--- config.mk ---
export PLATFORM = sky130hd
export DESIGN_NAME = http_head_parser_unit
export DESIGN_NICKNAME = d
export VERILOG_FILES = /design/src/rtl/hhp_pkg.sv /design/src/rtl/hhp_core.sv /design/src/rtl/hhp_out_reg.sv /design/src/rtl/http_head_parser_unit.sv
export SDC_FILE = /design/constraint.sdc
export NUM_CORES = 1
export LEC_CHECK = 0
export CORE_MARGIN = 2
export CORE_UTILIZATION = 25
export DETAILED_ROUTE_END_ITERATION = 6
export DONT_BUFFER_PORTS = 1
export GPL_TIMING_DRIVEN = 0
export MAX_ROUTING_LAYER = met4
export SYNTH_ARGS = -nofsm -noshare
export SYNTH_HDL_FRONTEND = slang
export SYNTH_SLANG_ARGS = --single-unit
--- constraint.sdc ---
create_clock -name clk -period 9.7 [get_ports clk]
set_clock_uncertainty 0.1 [all_clocks]
set_input_delay 0 -clock clk [delete_from_list [all_inputs] [get_ports clk]]
set_output_delay 0 -clock clk [all_outputs]
set_load 0.05 [all_outputs]
--- src/rtl/hhp_pkg.sv ---
// ----------------------------------------------------------------------------
// hhp_pkg
// Shared types, codes and constants of the HTTP message head parser.
// ----------------------------------------------------------------------------
`default_nettype none

package hhp_pkg;

	// head length limit and derived counter widths
	localparam int MAX_HEAD_BYTES = 65536;
	localparam int CNT_W          = $clog2(MAX_HEAD_BYTES + 1);
	localparam int OFS_W          = 16;
	localparam int TOK_W          = 3;

	localparam logic [TOK_W-1:0] LINE_TOKENS_RST = 3'd2;

	// characters of interest
	localparam logic [7:0] CH_CR    = 8'h0D;
	localparam logic [7:0] CH_LF    = 8'h0A;
	localparam logic [7:0] CH_COLON = 8'h3A;
	localparam logic [7:0] CH_TAB   = 8'h09;
	localparam logic [7:0] CH_SP    = 8'h20;
	localparam logic [7:0] CH_VT    = 8'h0B;
	localparam logic [7:0] CH_FF    = 8'h0C;
	localparam logic [7:0] CH_GLO   = 8'h21;
	localparam logic [7:0] CH_GHI   = 8'h7E;

	// parse phase
	typedef enum logic [3:0] {
		PH_FL_BLANK,
		PH_FL_TOKEN,
		PH_FL_REST,
		PH_FL_CR,
		PH_H_START,
		PH_H_NAME,
		PH_H_VBLANK,
		PH_H_VALUE,
		PH_H_VCR,
		PH_H_VLF,
		PH_H_ENDCR,
		PH_DONE,
		PH_FAIL
	} hhp_phase_t;

	// result event codes
	typedef enum logic [2:0] {
		EV_NONE,
		EV_ELEMENT,
		EV_LINE_END,
		EV_FIELD,
		EV_HEAD_END
	} hhp_event_t;

	// error kinds
	typedef enum logic [2:0] {
		ERR_NONE,
		ERR_CR_NO_LF,
		ERR_LEAD_COLON,
		ERR_NAME_CHAR,
		ERR_TOO_LONG
	} hhp_err_t;

	// one result item
	typedef struct packed {
		hhp_event_t       ev;
		logic             error;
		hhp_err_t         error_kind;
		logic [TOK_W-1:0] element_index;
		logic [OFS_W-1:0] element_offset;
		logic [OFS_W-1:0] element_size;
		logic [OFS_W-1:0] name_offset;
		logic [OFS_W-1:0] name_size;
		logic [OFS_W-1:0] value_pos;
		logic [OFS_W-1:0] value_size;
	} hhp_res_t;

endpackage

`default_nettype wire

--- src/rtl/hhp_core.sv ---
// ----------------------------------------------------------------------------
// hhp_core
// Per-byte parse state machine: holds the parse state and works out the
// result of each accepted byte.
// ----------------------------------------------------------------------------
`default_nettype none

module hhp_core (
	input  wire logic                        clk,
	input  wire logic                        arst_n,
	input  wire logic                        in_fire,
	input  wire logic [7:0]                  data_byte,
	input  wire logic                        message_start,
	input  wire logic [hhp_pkg::TOK_W-1:0]   line_tokens,
	output hhp_pkg::hhp_res_t                res
);
	import hhp_pkg::*;

	hhp_phase_t       phase_q, phase_d;
	logic [CNT_W-1:0] byte_count_q, byte_count_d;
	logic [OFS_W-1:0] element_start_q, element_start_d;
	logic [TOK_W-1:0] element_number_q, element_number_d;
	logic [OFS_W-1:0] field_start_q, field_start_d;
	logic [OFS_W-1:0] field_name_len_q, field_name_len_d;
	logic [OFS_W-1:0] value_start_q, value_start_d;
	logic [OFS_W-1:0] value_end_q, value_end_d;

	// effective state after an optional message restart
	hhp_phase_t       ph;
	logic [CNT_W-1:0] bc;
	logic [OFS_W-1:0] pos;
	logic             b_blank, b_graph, b_wspace;
	logic             do_line_start, do_value;

	// character classes
	always_comb begin
		b_blank  = (data_byte == CH_SP) || (data_byte == CH_TAB);
		b_graph  = (data_byte >= CH_GLO) && (data_byte <= CH_GHI);
		b_wspace = (data_byte == CH_SP) || (data_byte == CH_TAB) || (data_byte == CH_LF)
			|| (data_byte == CH_VT) || (data_byte == CH_FF) || (data_byte == CH_CR);
	end

	// next state and result
	always_comb begin
		ph  = message_start ? PH_FL_BLANK : phase_q;
		bc  = message_start ? '0 : byte_count_q;
		pos = OFS_W'(bc);

		phase_d          = ph;
		byte_count_d     = bc;
		element_start_d  = message_start ? '0 : element_start_q;
		element_number_d = message_start ? '0 : element_number_q;
		field_start_d    = message_start ? '0 : field_start_q;
		field_name_len_d = message_start ? '0 : field_name_len_q;
		value_start_d    = message_start ? '0 : value_start_q;
		value_end_d      = message_start ? '0 : value_end_q;

		res           = '0;
		do_line_start = 1'b0;
		do_value      = 1'b0;

		if (ph == PH_DONE || ph == PH_FAIL) begin
			// finished or failed head: quiet until restart
		end else if (bc >= CNT_W'(MAX_HEAD_BYTES)) begin
			phase_d        = PH_FAIL;
			res.error      = 1'b1;
			res.error_kind = ERR_TOO_LONG;
		end else begin
			byte_count_d = CNT_W'(bc + 1'b1);
			case (ph)
				PH_FL_BLANK: begin
					if (data_byte == CH_CR) begin
						phase_d = PH_FL_CR;
					end else if (!b_blank) begin
						element_start_d = pos;
						phase_d = (element_number_d < line_tokens) ? PH_FL_TOKEN : PH_FL_REST;
					end
				end
				PH_FL_TOKEN: begin
					if (b_blank || data_byte == CH_CR) begin
						res.ev             = EV_ELEMENT;
						res.element_index  = element_number_d;
						res.element_offset = element_start_d;
						res.element_size   = pos - element_start_d;
						if (element_number_d != {TOK_W{1'b1}})
							element_number_d = element_number_d + 1'b1;
						phase_d = (data_byte == CH_CR) ? PH_FL_CR : PH_FL_BLANK;
					end
				end
				PH_FL_REST: begin
					if (data_byte == CH_CR) begin
						res.ev             = EV_ELEMENT;
						res.element_index  = element_number_d;
						res.element_offset = element_start_d;
						res.element_size   = pos - element_start_d;
						phase_d            = PH_FL_CR;
					end
				end
				PH_FL_CR: begin
					if (data_byte == CH_LF) begin
						res.ev  = EV_LINE_END;
						phase_d = PH_H_START;
					end else begin
						phase_d        = PH_FAIL;
						res.error      = 1'b1;
						res.error_kind = ERR_CR_NO_LF;
					end
				end
				PH_H_START: begin
					do_line_start = 1'b1;
				end
				PH_H_NAME: begin
					if (data_byte == CH_COLON) begin
						field_name_len_d = pos - field_start_d;
						phase_d          = PH_H_VBLANK;
					end else if (!b_graph) begin
						phase_d        = PH_FAIL;
						res.error      = 1'b1;
						res.error_kind = ERR_NAME_CHAR;
					end
				end
				PH_H_VBLANK: begin
					if (!b_blank) begin
						value_start_d = pos;
						value_end_d   = pos;
						do_value      = 1'b1;
					end
				end
				PH_H_VALUE: begin
					do_value = 1'b1;
				end
				PH_H_VCR: begin
					if (data_byte == CH_LF) begin
						phase_d = PH_H_VLF;
					end else begin
						phase_d        = PH_FAIL;
						res.error      = 1'b1;
						res.error_kind = ERR_CR_NO_LF;
					end
				end
				PH_H_VLF: begin
					if (b_blank) begin
						phase_d = PH_H_VALUE;
					end else begin
						res.ev          = EV_FIELD;
						res.name_offset = field_start_d;
						res.name_size   = field_name_len_d;
						res.value_pos   = value_start_d;
						res.value_size  = value_end_d - value_start_d;
						do_line_start   = 1'b1;
					end
				end
				PH_H_ENDCR: begin
					if (data_byte == CH_LF) begin
						res.ev  = EV_HEAD_END;
						phase_d = PH_DONE;
					end else begin
						phase_d        = PH_FAIL;
						res.error      = 1'b1;
						res.error_kind = ERR_NAME_CHAR;
					end
				end
				default: begin
					phase_d = ph;
				end
			endcase

			// first byte of a header line
			if (do_line_start) begin
				if (data_byte == CH_CR) begin
					phase_d = PH_H_ENDCR;
				end else if (data_byte == CH_COLON) begin
					phase_d        = PH_FAIL;
					res.error      = 1'b1;
					res.error_kind = ERR_LEAD_COLON;
				end else if (!b_graph) begin
					phase_d        = PH_FAIL;
					res.error      = 1'b1;
					res.error_kind = ERR_NAME_CHAR;
				end else begin
					field_start_d = pos;
					phase_d       = PH_H_NAME;
				end
			end

			// byte inside a header value
			if (do_value) begin
				if (data_byte == CH_CR) begin
					phase_d = PH_H_VCR;
				end else begin
					if (!b_wspace)
						value_end_d = pos + 1'b1;
					phase_d = PH_H_VALUE;
				end
			end
		end
	end

	// parse state registers
	always_ff @(posedge clk or negedge arst_n) begin
		if (!arst_n) begin
			phase_q          <= PH_FL_BLANK;
			byte_count_q     <= '0;
			element_start_q  <= '0;
			element_number_q <= '0;
			field_start_q    <= '0;
			field_name_len_q <= '0;
			value_start_q    <= '0;
			value_end_q      <= '0;
		end else if (in_fire) begin
			phase_q          <= phase_d;
			byte_count_q     <= byte_count_d;
			element_start_q  <= element_start_d;
			element_number_q <= element_number_d;
			field_start_q    <= field_start_d;
			field_name_len_q <= field_name_len_d;
			value_start_q    <= value_start_d;
			value_end_q      <= value_end_d;
		end
	end

	// an error always lands the parser in the failed phase
	a_error_sticks: assert property (@(posedge clk) disable iff (!arst_n)
		in_fire && res.error |=> phase_q == PH_FAIL)
		else $error("error did not leave the parser failed");

	// end of headers always lands the parser in the done phase
	a_end_done: assert property (@(posedge clk) disable iff (!arst_n)
		in_fire && res.ev == EV_HEAD_END |=> phase_q == PH_DONE)
		else $error("end of headers did not finish the parse");

	// an error never comes without its kind
	a_error_kind: assert property (@(posedge clk) disable iff (!arst_n)
		res.error |-> res.error_kind != ERR_NONE)
		else $error("error raised without a kind");

	// the byte counter never passes the head limit
	a_count_limit: assert property (@(posedge clk) disable iff (!arst_n)
		byte_count_q <= CNT_W'(MAX_HEAD_BYTES))
		else $error("byte counter beyond head limit");

endmodule

`default_nettype wire

--- src/rtl/hhp_out_reg.sv ---
// ----------------------------------------------------------------------------
// hhp_out_reg
// Result register between the parser and the result channel; holds a
// stalled result and lets the next byte in as soon as the slot frees.
// ----------------------------------------------------------------------------
`default_nettype none

module hhp_out_reg (
	input  wire logic               clk,
	input  wire logic               arst_n,
	input  wire logic               in_fire,
	input  wire hhp_pkg::hhp_res_t  res_d,
	input  wire logic               out_stall,
	output logic                    take,
	output logic                    out_valid,
	output hhp_pkg::hhp_res_t       res_q
);
	import hhp_pkg::*;

	logic valid_q;

	// slot can load when empty or being emptied this cycle
	assign take      = !(valid_q && out_stall);
	assign out_valid = valid_q;

	// valid flag
	always_ff @(posedge clk or negedge arst_n) begin
		if (!arst_n) begin
			valid_q <= 1'b0;
		end else if (take) begin
			valid_q <= in_fire;
		end
	end

	// result payload
	always_ff @(posedge clk) begin
		if (in_fire) begin
			res_q <= res_d;
		end
	end

	// a transfer in always leaves a result waiting
	a_load_valid: assert property (@(posedge clk) disable iff (!arst_n)
		in_fire |=> valid_q)
		else $error("accepted byte gave no result");

	// no byte is taken into a full, stalled slot
	a_no_overrun: assert property (@(posedge clk) disable iff (!arst_n)
		valid_q && out_stall |-> !in_fire)
		else $error("result slot overrun");

	// a drained slot with nothing new goes empty
	a_drain: assert property (@(posedge clk) disable iff (!arst_n)
		valid_q && !out_stall && !in_fire |=> !valid_q)
		else $error("result repeated after transfer");

endmodule

`default_nettype wire

--- src/rtl/http_head_parser_unit.sv ---
// ----------------------------------------------------------------------------
// http_head_parser_unit
// Streaming parser for the head of an HTTP/1.1 message, one byte per item.
//
// Input channel: in_valid / in_stall with data_byte and message_start; a
// byte is transferred when in_valid is high and in_stall is low. Set
// message_start on the first byte of each message to clear parse state.
// Result channel: out_valid / out_stall with one result per input byte
// (event, error and the offsets and lengths of elements and fields).
// Config channel: cfg_valid / cfg_ready, cfg_data = line_tokens; the user must
// write it only while idle, unenforced by the block. cfg_ready is always high.
// A result is registered and appears in the cycle after its byte transfers.
// Throughput: one byte per cycle while the result channel does not stall, set
// by the per-byte state update in the parse core feeding one result register.
// Reset: parse state clears, line_tokens returns to 2, no result is held.
// Stall: a stalled result holds in the result register and in_stall rises
// so no further byte is taken until the result transfers.
// ----------------------------------------------------------------------------
`default_nettype none

module http_head_parser_unit (
	input  wire logic                        clk,
	input  wire logic                        arst_n,
	// byte input
	input  wire logic                        in_valid,
	output logic                             in_stall,
	input  wire logic [7:0]                  data_byte,
	input  wire logic                        message_start,
	// result output
	output logic                             out_valid,
	input  wire logic                        out_stall,
	output logic [2:0]                       event_res,
	output logic                             error,
	output logic [2:0]                       error_kind,
	output logic [hhp_pkg::TOK_W-1:0]        element_index,
	output logic [hhp_pkg::OFS_W-1:0]        element_offset,
	output logic [hhp_pkg::OFS_W-1:0]        element_size,
	output logic [hhp_pkg::OFS_W-1:0]        name_offset,
	output logic [hhp_pkg::OFS_W-1:0]        name_size,
	output logic [hhp_pkg::OFS_W-1:0]        value_pos,
	output logic [hhp_pkg::OFS_W-1:0]        value_size,
	// configuration
	input  wire logic                        cfg_valid,
	output logic                             cfg_ready,
	input  wire logic [hhp_pkg::TOK_W-1:0]   cfg_data
);
	import hhp_pkg::*;

	logic             take;
	logic             in_fire;
	logic [TOK_W-1:0] line_tokens_q;
	hhp_res_t         res_d;
	hhp_res_t         res_q;

	// input handshake
	assign in_stall  = !take;
	assign in_fire   = in_valid && take;
	assign cfg_ready = 1'b1;

	// line token count register
	always_ff @(posedge clk or negedge arst_n) begin
		if (!arst_n) begin
			line_tokens_q <= LINE_TOKENS_RST;
		end else if (cfg_valid && cfg_ready) begin
			line_tokens_q <= cfg_data;
		end
	end

	// parse core
	hhp_core u_core (
		.clk           (clk),
		.arst_n        (arst_n),
		.in_fire       (in_fire),
		.data_byte     (data_byte),
		.message_start (message_start),
		.line_tokens   (line_tokens_q),
		.res           (res_d)
	);

	// result register
	hhp_out_reg u_out (
		.clk       (clk),
		.arst_n    (arst_n),
		.in_fire   (in_fire),
		.res_d     (res_d),
		.out_stall (out_stall),
		.take      (take),
		.out_valid (out_valid),
		.res_q     (res_q)
	);

	// result fields
	assign event_res      = res_q.ev;
	assign error          = res_q.error;
	assign error_kind     = res_q.error_kind;
	assign element_index  = res_q.element_index;
	assign element_offset = res_q.element_offset;
	assign element_size   = res_q.element_size;
	assign name_offset    = res_q.name_offset;
	assign name_size      = res_q.name_size;
	assign value_pos      = res_q.value_pos;
	assign value_size     = res_q.value_size;

	// element fields are quiet unless an element is reported
	a_elem_quiet: assert property (@(posedge clk) disable iff (!arst_n)
		out_valid && event_res != EV_ELEMENT |->
			element_offset == '0 && element_size == '0 && element_index == '0)
		else $error("element fields set without element event");

	// header fields are quiet unless a field is reported
	a_field_quiet: assert property (@(posedge clk) disable iff (!arst_n)
		out_valid && event_res != EV_FIELD |->
			name_offset == '0 && name_size == '0 && value_pos == '0
			&& value_size == '0)
		else $error("header fields set without field event");

	// a result only follows a transferred byte
	a_result_source: assert property (@(posedge clk) disable iff (!arst_n)
		$rose(out_valid) |-> $past(in_valid) && !$past(in_stall))
		else $error("result without an input byte");

endmodule

`default_nettype wire
==> flow_metrics.env, run 1 <==
export IMPL_status="finished, final reports clean"
export IMPL_synth_top_family_by_area="simple AND/OR/NAND/NOR gates"
export IMPL_synth_edf_count=106
export IMPL_finalMaxSlewViolations=0
export IMPL_critical_path_class="in -> reg"
export IMPL_synthCells=1267
export IMPL_fillers=4988
export IMPL_synth_warnings=0
export IMPL_synth_fa_ha_area_share_pct=5.66
export IMPL_routedWlPerCell_um=21.5
export IMPL_hold_start="data_byte[3]"
export IMPL_drc=0
export IMPL_root_buffer="clkbuf_16"
export IMPL_ant_nets=0
export IMPL_cp_max_fo=10
export IMPL_synthDistinctLibCells=77
export IMPL_cts_setup_buffers=0
export IMPL_multi_input_area_um2=5800
export IMPL_via_per_inst=5.19
export IMPL_routabilityCongestion=0.942
export IMPL_rsz0062_at_grt="false"
export IMPL_gr_total_overflow=0
export IMPL_critPathCaptureType="register"
export IMPL_total_power_w=0.00322
export IMPL_port_buffer_count=0
export IMPL_wl_um=42100
export IMPL_finalHoldViolCount=0
export IMPL_clockBufferDepth=3
export IMPL_grt_pass1_wl_um=63800
export IMPL_dr_pass1_iters=7
export IMPL_startpoint_type="input pin"
export IMPL_seqCellArea_um2=5890
export IMPL_yosysSeqAreaShare_pct=48.6
export IMPL_synth_area_per_cell_um2=9.57
export IMPL_grt_use_total_pct=17.1
export IMPL_power_density_nw_per_um2=229
export IMPL_r2r_setup_slack_ps=5890
export IMPL_fin_crit_ps=4850
export IMPL_num_antenna_cells=0
export IMPL_core_um2=47800
export IMPL_reg2reg_depth=8
export IMPL_die_h_um=224
export IMPL_layoutNonFillerInstCount=1955
export IMPL_ys_async_sr_fraction_pct=50.5
export IMPL_place_area_um2=12900
export IMPL_cts_tree="done"
export IMPL_syn_nets=1337
export IMPL_cts_sinks=214
export IMPL_final_common_cell="nand2_1"
export IMPL_finalCritPeriodShare_pct=50.0
export IMPL_switching_share_pct=37.7
export IMPL_final_cell_mix="175 x nand2_1, 107 x dfrtp_1, 106 x edfxtp_1"
export IMPL_rows=80
export IMPL_synth_compound_area_share_pct=19.0
export IMPL_ir_worst_vdd_v=0.000120
export IMPL_fin_setup_tns_ps=0
export IMPL_synth_xor_area_share_pct=2.60
export IMPL_power_internal_w=0.00201
export IMPL_die_area_um2=50300
export IMPL_initial_core_util_pct=25.3
export IMPL_nNetsFinal=1390
export IMPL_p_clk_share_pct=31.0
export IMPL_worst_pin_slew_ps=1090
export IMPL_synthFlopType="dfrtp_1"
export IMPL_syn_area_um2=12100
export IMPL_p_seq_share_pct=37.8
export IMPL_place_inst=1883
export IMPL_place_hpwl_um=31000
export IMPL_clk_latency_ps=580
export IMPL_r2r_start="u_core.phase_q[0]"
export IMPL_worst_hold_path_endpoint="u_core.element_number_q[2]"
export IMPL_ctsResizeCount=0
export IMPL_hp_class="in -> reg"
export IMPL_r2r_end="u_out.res_q[30]"
export IMPL_holdPathStages=6
export IMPL_fmax_mhz=206
export IMPL_grt_max_degree=60
export IMPL_synth_simple_gate_area_share_pct=20.0
export IMPL_cp_data_arrival_time_ps=5020
export IMPL_grt_pass1_vias=10100
export IMPL_num_vias=10100
export IMPL_slew_headroom_pct=27.2
export IMPL_fin_area_um2=14100
export IMPL_cts_buffers=26
export IMPL_die_x_um=224
export IMPL_p_comb_share_pct=31.2
export IMPL_grt_antenna_before_repair=0
export IMPL_area_growth_pct=16.1
export IMPL_synth_seq_cells=214
export IMPL_drtIter0Drc=999
export IMPL_ios=126
export IMPL_p_sw_w=0.00121
export IMPL_htreeDepth=1
export IMPL_p_leak_nw=5.53
export IMPL_final_layout_size_suffix_gt1_share_pct=5.45
export IMPL_path_clk_slew_ps=70
export IMPL_drv_cap=0
export IMPL_synth_mux_area_share_pct=0.588
export IMPL_finalSetupViolCount=0
export IMPL_critPathRequiredTime_ps=9870
==> critical path, stage by stage <==
cell and delay, ps:
dlygate4sd3_1 620, inv_1 90, buf_2 280, buf_1 480, clkbuf_1 650, clkbuf_1 690
nand2_1 220, ha_1 320, nor2b_1 140, o31a_1 270, o211ai_1 200, a21o_1 190
nor3b_1 530, o21bai_1 150, nor3b_1 170
==> state kept, by name, summed over array words and instances, names as in the netlist <==
name and flops:
u_core.byte_count_q 17, u_core.element_number_q 3, u_core.phase_q 4, u_core.element_start_q 16, line_tokens_q 3, u_core.field_start_q 16
u_out.out_valid 1, u_core.field_name_len_q 16, u_core.value_start_q 16, u_core.value_end_q 16, u_out.res_q 106
==> repair_timing <==
| item | 4_1_cts | 5_1_grt |
|---|---|---|
| hold buffers | 24 | 0 |
| setup endpoints to repair | 0 | 0 |
| endpoints found under the hold margin | 153 | 0 |
==> cell type report <==
cell class	count	share of cell area [%]
Sequential cell	214	41.8
Multi-Input combinational cell	942	41.2
Tap cell	615	5.47
Clock buffer	30	4.94
Timing Repair Buffer	25	2.15
Buffer	65	1.89
Clock inverter	18	1.31
Inverter	46	1.23
==> routing by layer <==
metal / vias to the layer above / GRT usage, % / wire (um)
met5: - / - / 0
met4: 0 / 5.21 / 1370
met3: 76 / 2.85 / 2580
met2: 368 / 27.4 / 19300
met1: 5003 / 22.3 / 18900
li1: 4693 / - / -
==> cells by family (layout without fill, tap and decap cells) <==
group	after synthesis	count (layout)
buffers and inverters	111	184
AO/OA/AOI/OAI	353	353
adder cells (fa/ha/maj)	53	53
flip-flops	214	214
other	1	1
multiplexers	7	7
XOR/XNOR	36	36
AND/OR/NAND/NOR	492	492
==> power by group through the flow <==
stage / Combinational, W / Sequential (W) / Clock, W
2_1_floorplan: 0.000721 / 0.00121 / 0
3_3_place_gp: 0.000949 / 0.00124 / 0
3_5_place_dp: 0.000964 / 0.00124 / 0
4_1_cts: 0.000994 / 0.00122 / 0.00103
5_1_grt: 0.00112 / 0.00124 / 0.00106
6_report: 0.00101 / 0.00122 / 0.000999
==> stage by stage <==
step / hold slack (ps) / setup slack, ps / utilization, %
after global routing: 58.8 / 4590 / 29.4
after floorplan: -396 / 4460 / -
after global placement: -389 / 2110 / 26.9
after CTS: 8.39 / 4940 / 29.4
after detailed placement: -389 / 4950 / 27.0
final: 40.1 / 4850 / 29.4
==> cell usage after synthesis (5+ instances only) <==
cell type,instances,share of area [%]
dfrtp_1,107,22
nor2b_1,30,1.5
nand3b_1,5,0.31
o31ai_1,14,0.87
a32o_1,6,0.50
a21o_1,11,0.68
o22ai_1,7,0.36
and2_1,68,3.5
xor2_1,20,1.4
buf_2,9,0.37
nand2_1,175,5.4
nor3b_1,8,0.50
a31oi_1,11,0.57
nor3_1,29,1.2
mux2i_1,6,0.50
a22o_1,15,1.1
a21oi_1,67,2.8
a22oi_1,24,1.5
nand2b_1,14,0.72
o21ai_1,11,0.45
o211ai_1,8,0.50
buf_1,5,0.15
a21boi_0,6,0.37
a211oi_1,10,0.62
o21a_1,9,0.56
edfxtp_1,106,26
ha_1,50,5.2
xnor2_1,16,1.2
nor2_1,83,2.6
inv_1,46,1.4
clkbuf_1,49,1.5
or3_1,8,0.41
o2bb2ai_1,10,0.72
and3_1,13,0.67
nand3_1,31,1.3
o21ai_0,105,4.3
==> worst max path at each step <==
stage	depth (start not counted)	end	slack, ps	start
after CTS	15	u_core.field_name_len_q[13]	4940	message_start
after detailed placement	14	u_core.field_name_len_q[14]	4950	message_start
final	15	u_out.res_q[13]	4850	message_start
after floorplan	8	u_core.byte_count_q[5]	4460	u_out.out_valid
after global placement	8	u_core.byte_count_q[5]	2110	u_out.out_valid
after global routing	15	u_core.field_name_len_q[13]	4590	message_start
Power figures use the tool's default switching activity.
==> inputs of run 2 (changes only) <==
==> constraint.sdc (replaced) <==
create_clock -name clk -period 4.6 [get_ports clk]
set_clock_uncertainty 0.1 [all_clocks]
set_input_delay 0 -clock clk [delete_from_list [all_inputs] [get_ports clk]]
set_output_delay 0 -clock clk [all_outputs]
set_load 0.05 [all_outputs]
==> flow_metrics.env, run 2 (synthesized netlist as in run 1, its figures left out) <==
export IMPL_ir_worst_vdd_v=0.000297
export IMPL_die_x_um=224
export IMPL_grtUsageMet1_pct=21.8
export IMPL_rsz0062_at_grt="false"
export IMPL_rows=80
export IMPL_port_buffer_count=0
export IMPL_final_common_cell="nand2_1"
export IMPL_nNetsFinal=1391
export IMPL_finalHoldViolCount=0
export IMPL_core_um2=47800
export IMPL_final_cell_mix="175 x nand2_1, 107 x dfrtp_1, 106 x edfxtp_1"
export IMPL_fillers=5007
export IMPL_place_hpwl_um=30900
export IMPL_finalCritPeriodShare_pct=92.7
export IMPL_final_util_pct=29.6
export IMPL_busiest_layer="met2"
export IMPL_crit_chain="inv_1 -> dlygate4sd3_1 -> buf_2 -> buf_1 -> clkbuf_2 -> clkbuf_1 -> nand2_1 -> ha_1 -> fa_1 -> nor2b_1 -> o21a_1 -> o21ai_0 -> a21oi_1 -> a21oi_1 -> a2111o_1 -> o21ai_0"
export IMPL_slowest_delay_ps=560
export IMPL_path_clk_slew_ps=50
export IMPL_reg_top3="u_out.res_q x106, u_core.byte_count_q x17"
export IMPL_grt_max_degree=105
export IMPL_fmax_mhz=234
export IMPL_hold_start="data_byte[7]"
export IMPL_gr_total_overflow=0
export IMPL_r2r_end="u_out.res_q[30]"
export IMPL_critPathRequiredTime_ps=4890
export IMPL_final_layout_size_suffix_gt1_share_pct=5.81
export IMPL_met3_usage_pct=3.11
export IMPL_grt_pass1_wl_um=62800
export IMPL_fin_setup_tns_ps=0
export IMPL_routedWlPerCell_um=21.3
export IMPL_seqCellArea_um2=5890
export IMPL_die_area_um2=50300
export IMPL_pre_cts_ws_ps=-85.6
export IMPL_area_growth_pct=16.7
export IMPL_status="finished, final reports clean"
export IMPL_slew_headroom_pct=31.4
export IMPL_cts_setup_buffers=0
export IMPL_via_per_inst=5.11
export IMPL_initial_core_util_pct=25.3
export IMPL_clockBufferDepth=3
export IMPL_r2r_setup_slack_ps=1030
export IMPL_routabilityCongestion=0.933
export IMPL_p_leak_nw=5.58
export IMPL_place_area_um2=12900
export IMPL_multi_input_area_um2=5800
export IMPL_largest_reg_flops=106
export IMPL_num_antenna_cells=0
export IMPL_cts_sinks=214
export IMPL_critical_path_class="in -> reg"
export IMPL_drc=0
export IMPL_cts_buffers=28
export IMPL_finalSetupViolCount=0
export IMPL_cpMaxStageDelayCell="dlygate4sd3_1"
export IMPL_holdPathStages=5
export IMPL_hp_class="in -> reg"
export IMPL_cp_max_fo=10
export IMPL_top_register="u_out.res_q"
export IMPL_wl_um=41700
export IMPL_reg2reg_depth=8
export IMPL_r2r_start="u_core.phase_q[0]"
export IMPL_setup_slack_ps=335
export IMPL_grt_pass1_vias=9949
export IMPL_num_vias=10000
export IMPL_dr_pass1_iters=6
export IMPL_clk_latency_ps=570
export IMPL_fin_area_um2=14100
export IMPL_grt_use_total_pct=16.9
export IMPL_grt_antenna_before_repair=0
export IMPL_power_density_nw_per_um2=489
export IMPL_critPathCaptureType="register"
export IMPL_startpoint_type="input pin"
export IMPL_cp_data_arrival_time_ps=4560
export IMPL_total_power_w=0.00692
export IMPL_drtIter0Drc=1003
export IMPL_met2_usage_pct=26.5
export IMPL_ios=126
export IMPL_fin_crit_ps=4260
export IMPL_cts_tree="done"
export IMPL_ant_nets=0
export IMPL_finalMaxSlewViolations=0
export IMPL_worst_hold_path_endpoint="u_out.res_q[103]"
export IMPL_worst_pin_slew_ps=1020
export IMPL_drv_cap=0
export IMPL_die_h_um=224
export IMPL_htreeDepth=1
export IMPL_root_buffer="clkbuf_16"
run 2: how the worst max path moves through the flow:
stage | startpoint | endpoint | depth (start not counted)
after CTS | message_start | u_core.field_name_len_q[13] | 15
after floorplan | u_out.out_valid | u_core.byte_count_q[5] | 8
final | message_start | u_out.res_q[14] | 16
after global placement | u_out.out_valid | u_core.byte_count_q[5] | 8
after global routing | message_start | u_out.res_q[14] | 16
after detailed placement | message_start | u_core.field_name_len_q[14] | 14
run 2: what timing repair did:
| item | in CTS | in global routing |
|---|---|---|
| resized for setup | 0 | 5 |
| endpoints found under the setup margin | 0 | 13 |
| hold buffers | 23 | 0 |
| hold endpoints to repair | 149 | 0 |
run 2: stage by stage:
stage / hold WS [ps] / std cells
2_1_floorplan: -396 / 1267
3_3_place_gp: -389 / 1882
3_5_place_dp: -390 / 1883
4_1_cts: 2.97 / 1958
5_1_grt: 33.1 / 1958
6_report: 12.7 / 1958
run 2: cell type report:
type | count | area share, %
clock inverters | 18 | 1.51
flip-flops and latches | 214 | 41.6
plain buffers | 65 | 1.95
well taps | 615 | 5.44
repair buffers | 24 | 2.07
clock buffers | 34 | 5.18
multi-input cells | 942 | 41.0
inverters | 46 | 1.22
run 2: power by group:
part	leakage [nW]	internal, W	total [W]	switching [W]
clock	0.458	0.00136	0.00224	0.000877
combinational	2.63	0.000799	0.00211	0.00131
sequential	2.49	0.00223	0.00257	0.000337
run 2: critical path: cells and delay by family:
kind	cells	cell delay, ps
compound gates	6	1200
buf+inv	6	2320
simple gates	2	300
fa+ha+maj	2	690
run 2: metal layers:
layer  up-vias  wire, um
met4         0      1230
met3        63      2610
met1      4906     18600
li1       4695         -
met2       347     19200
met5         -         0
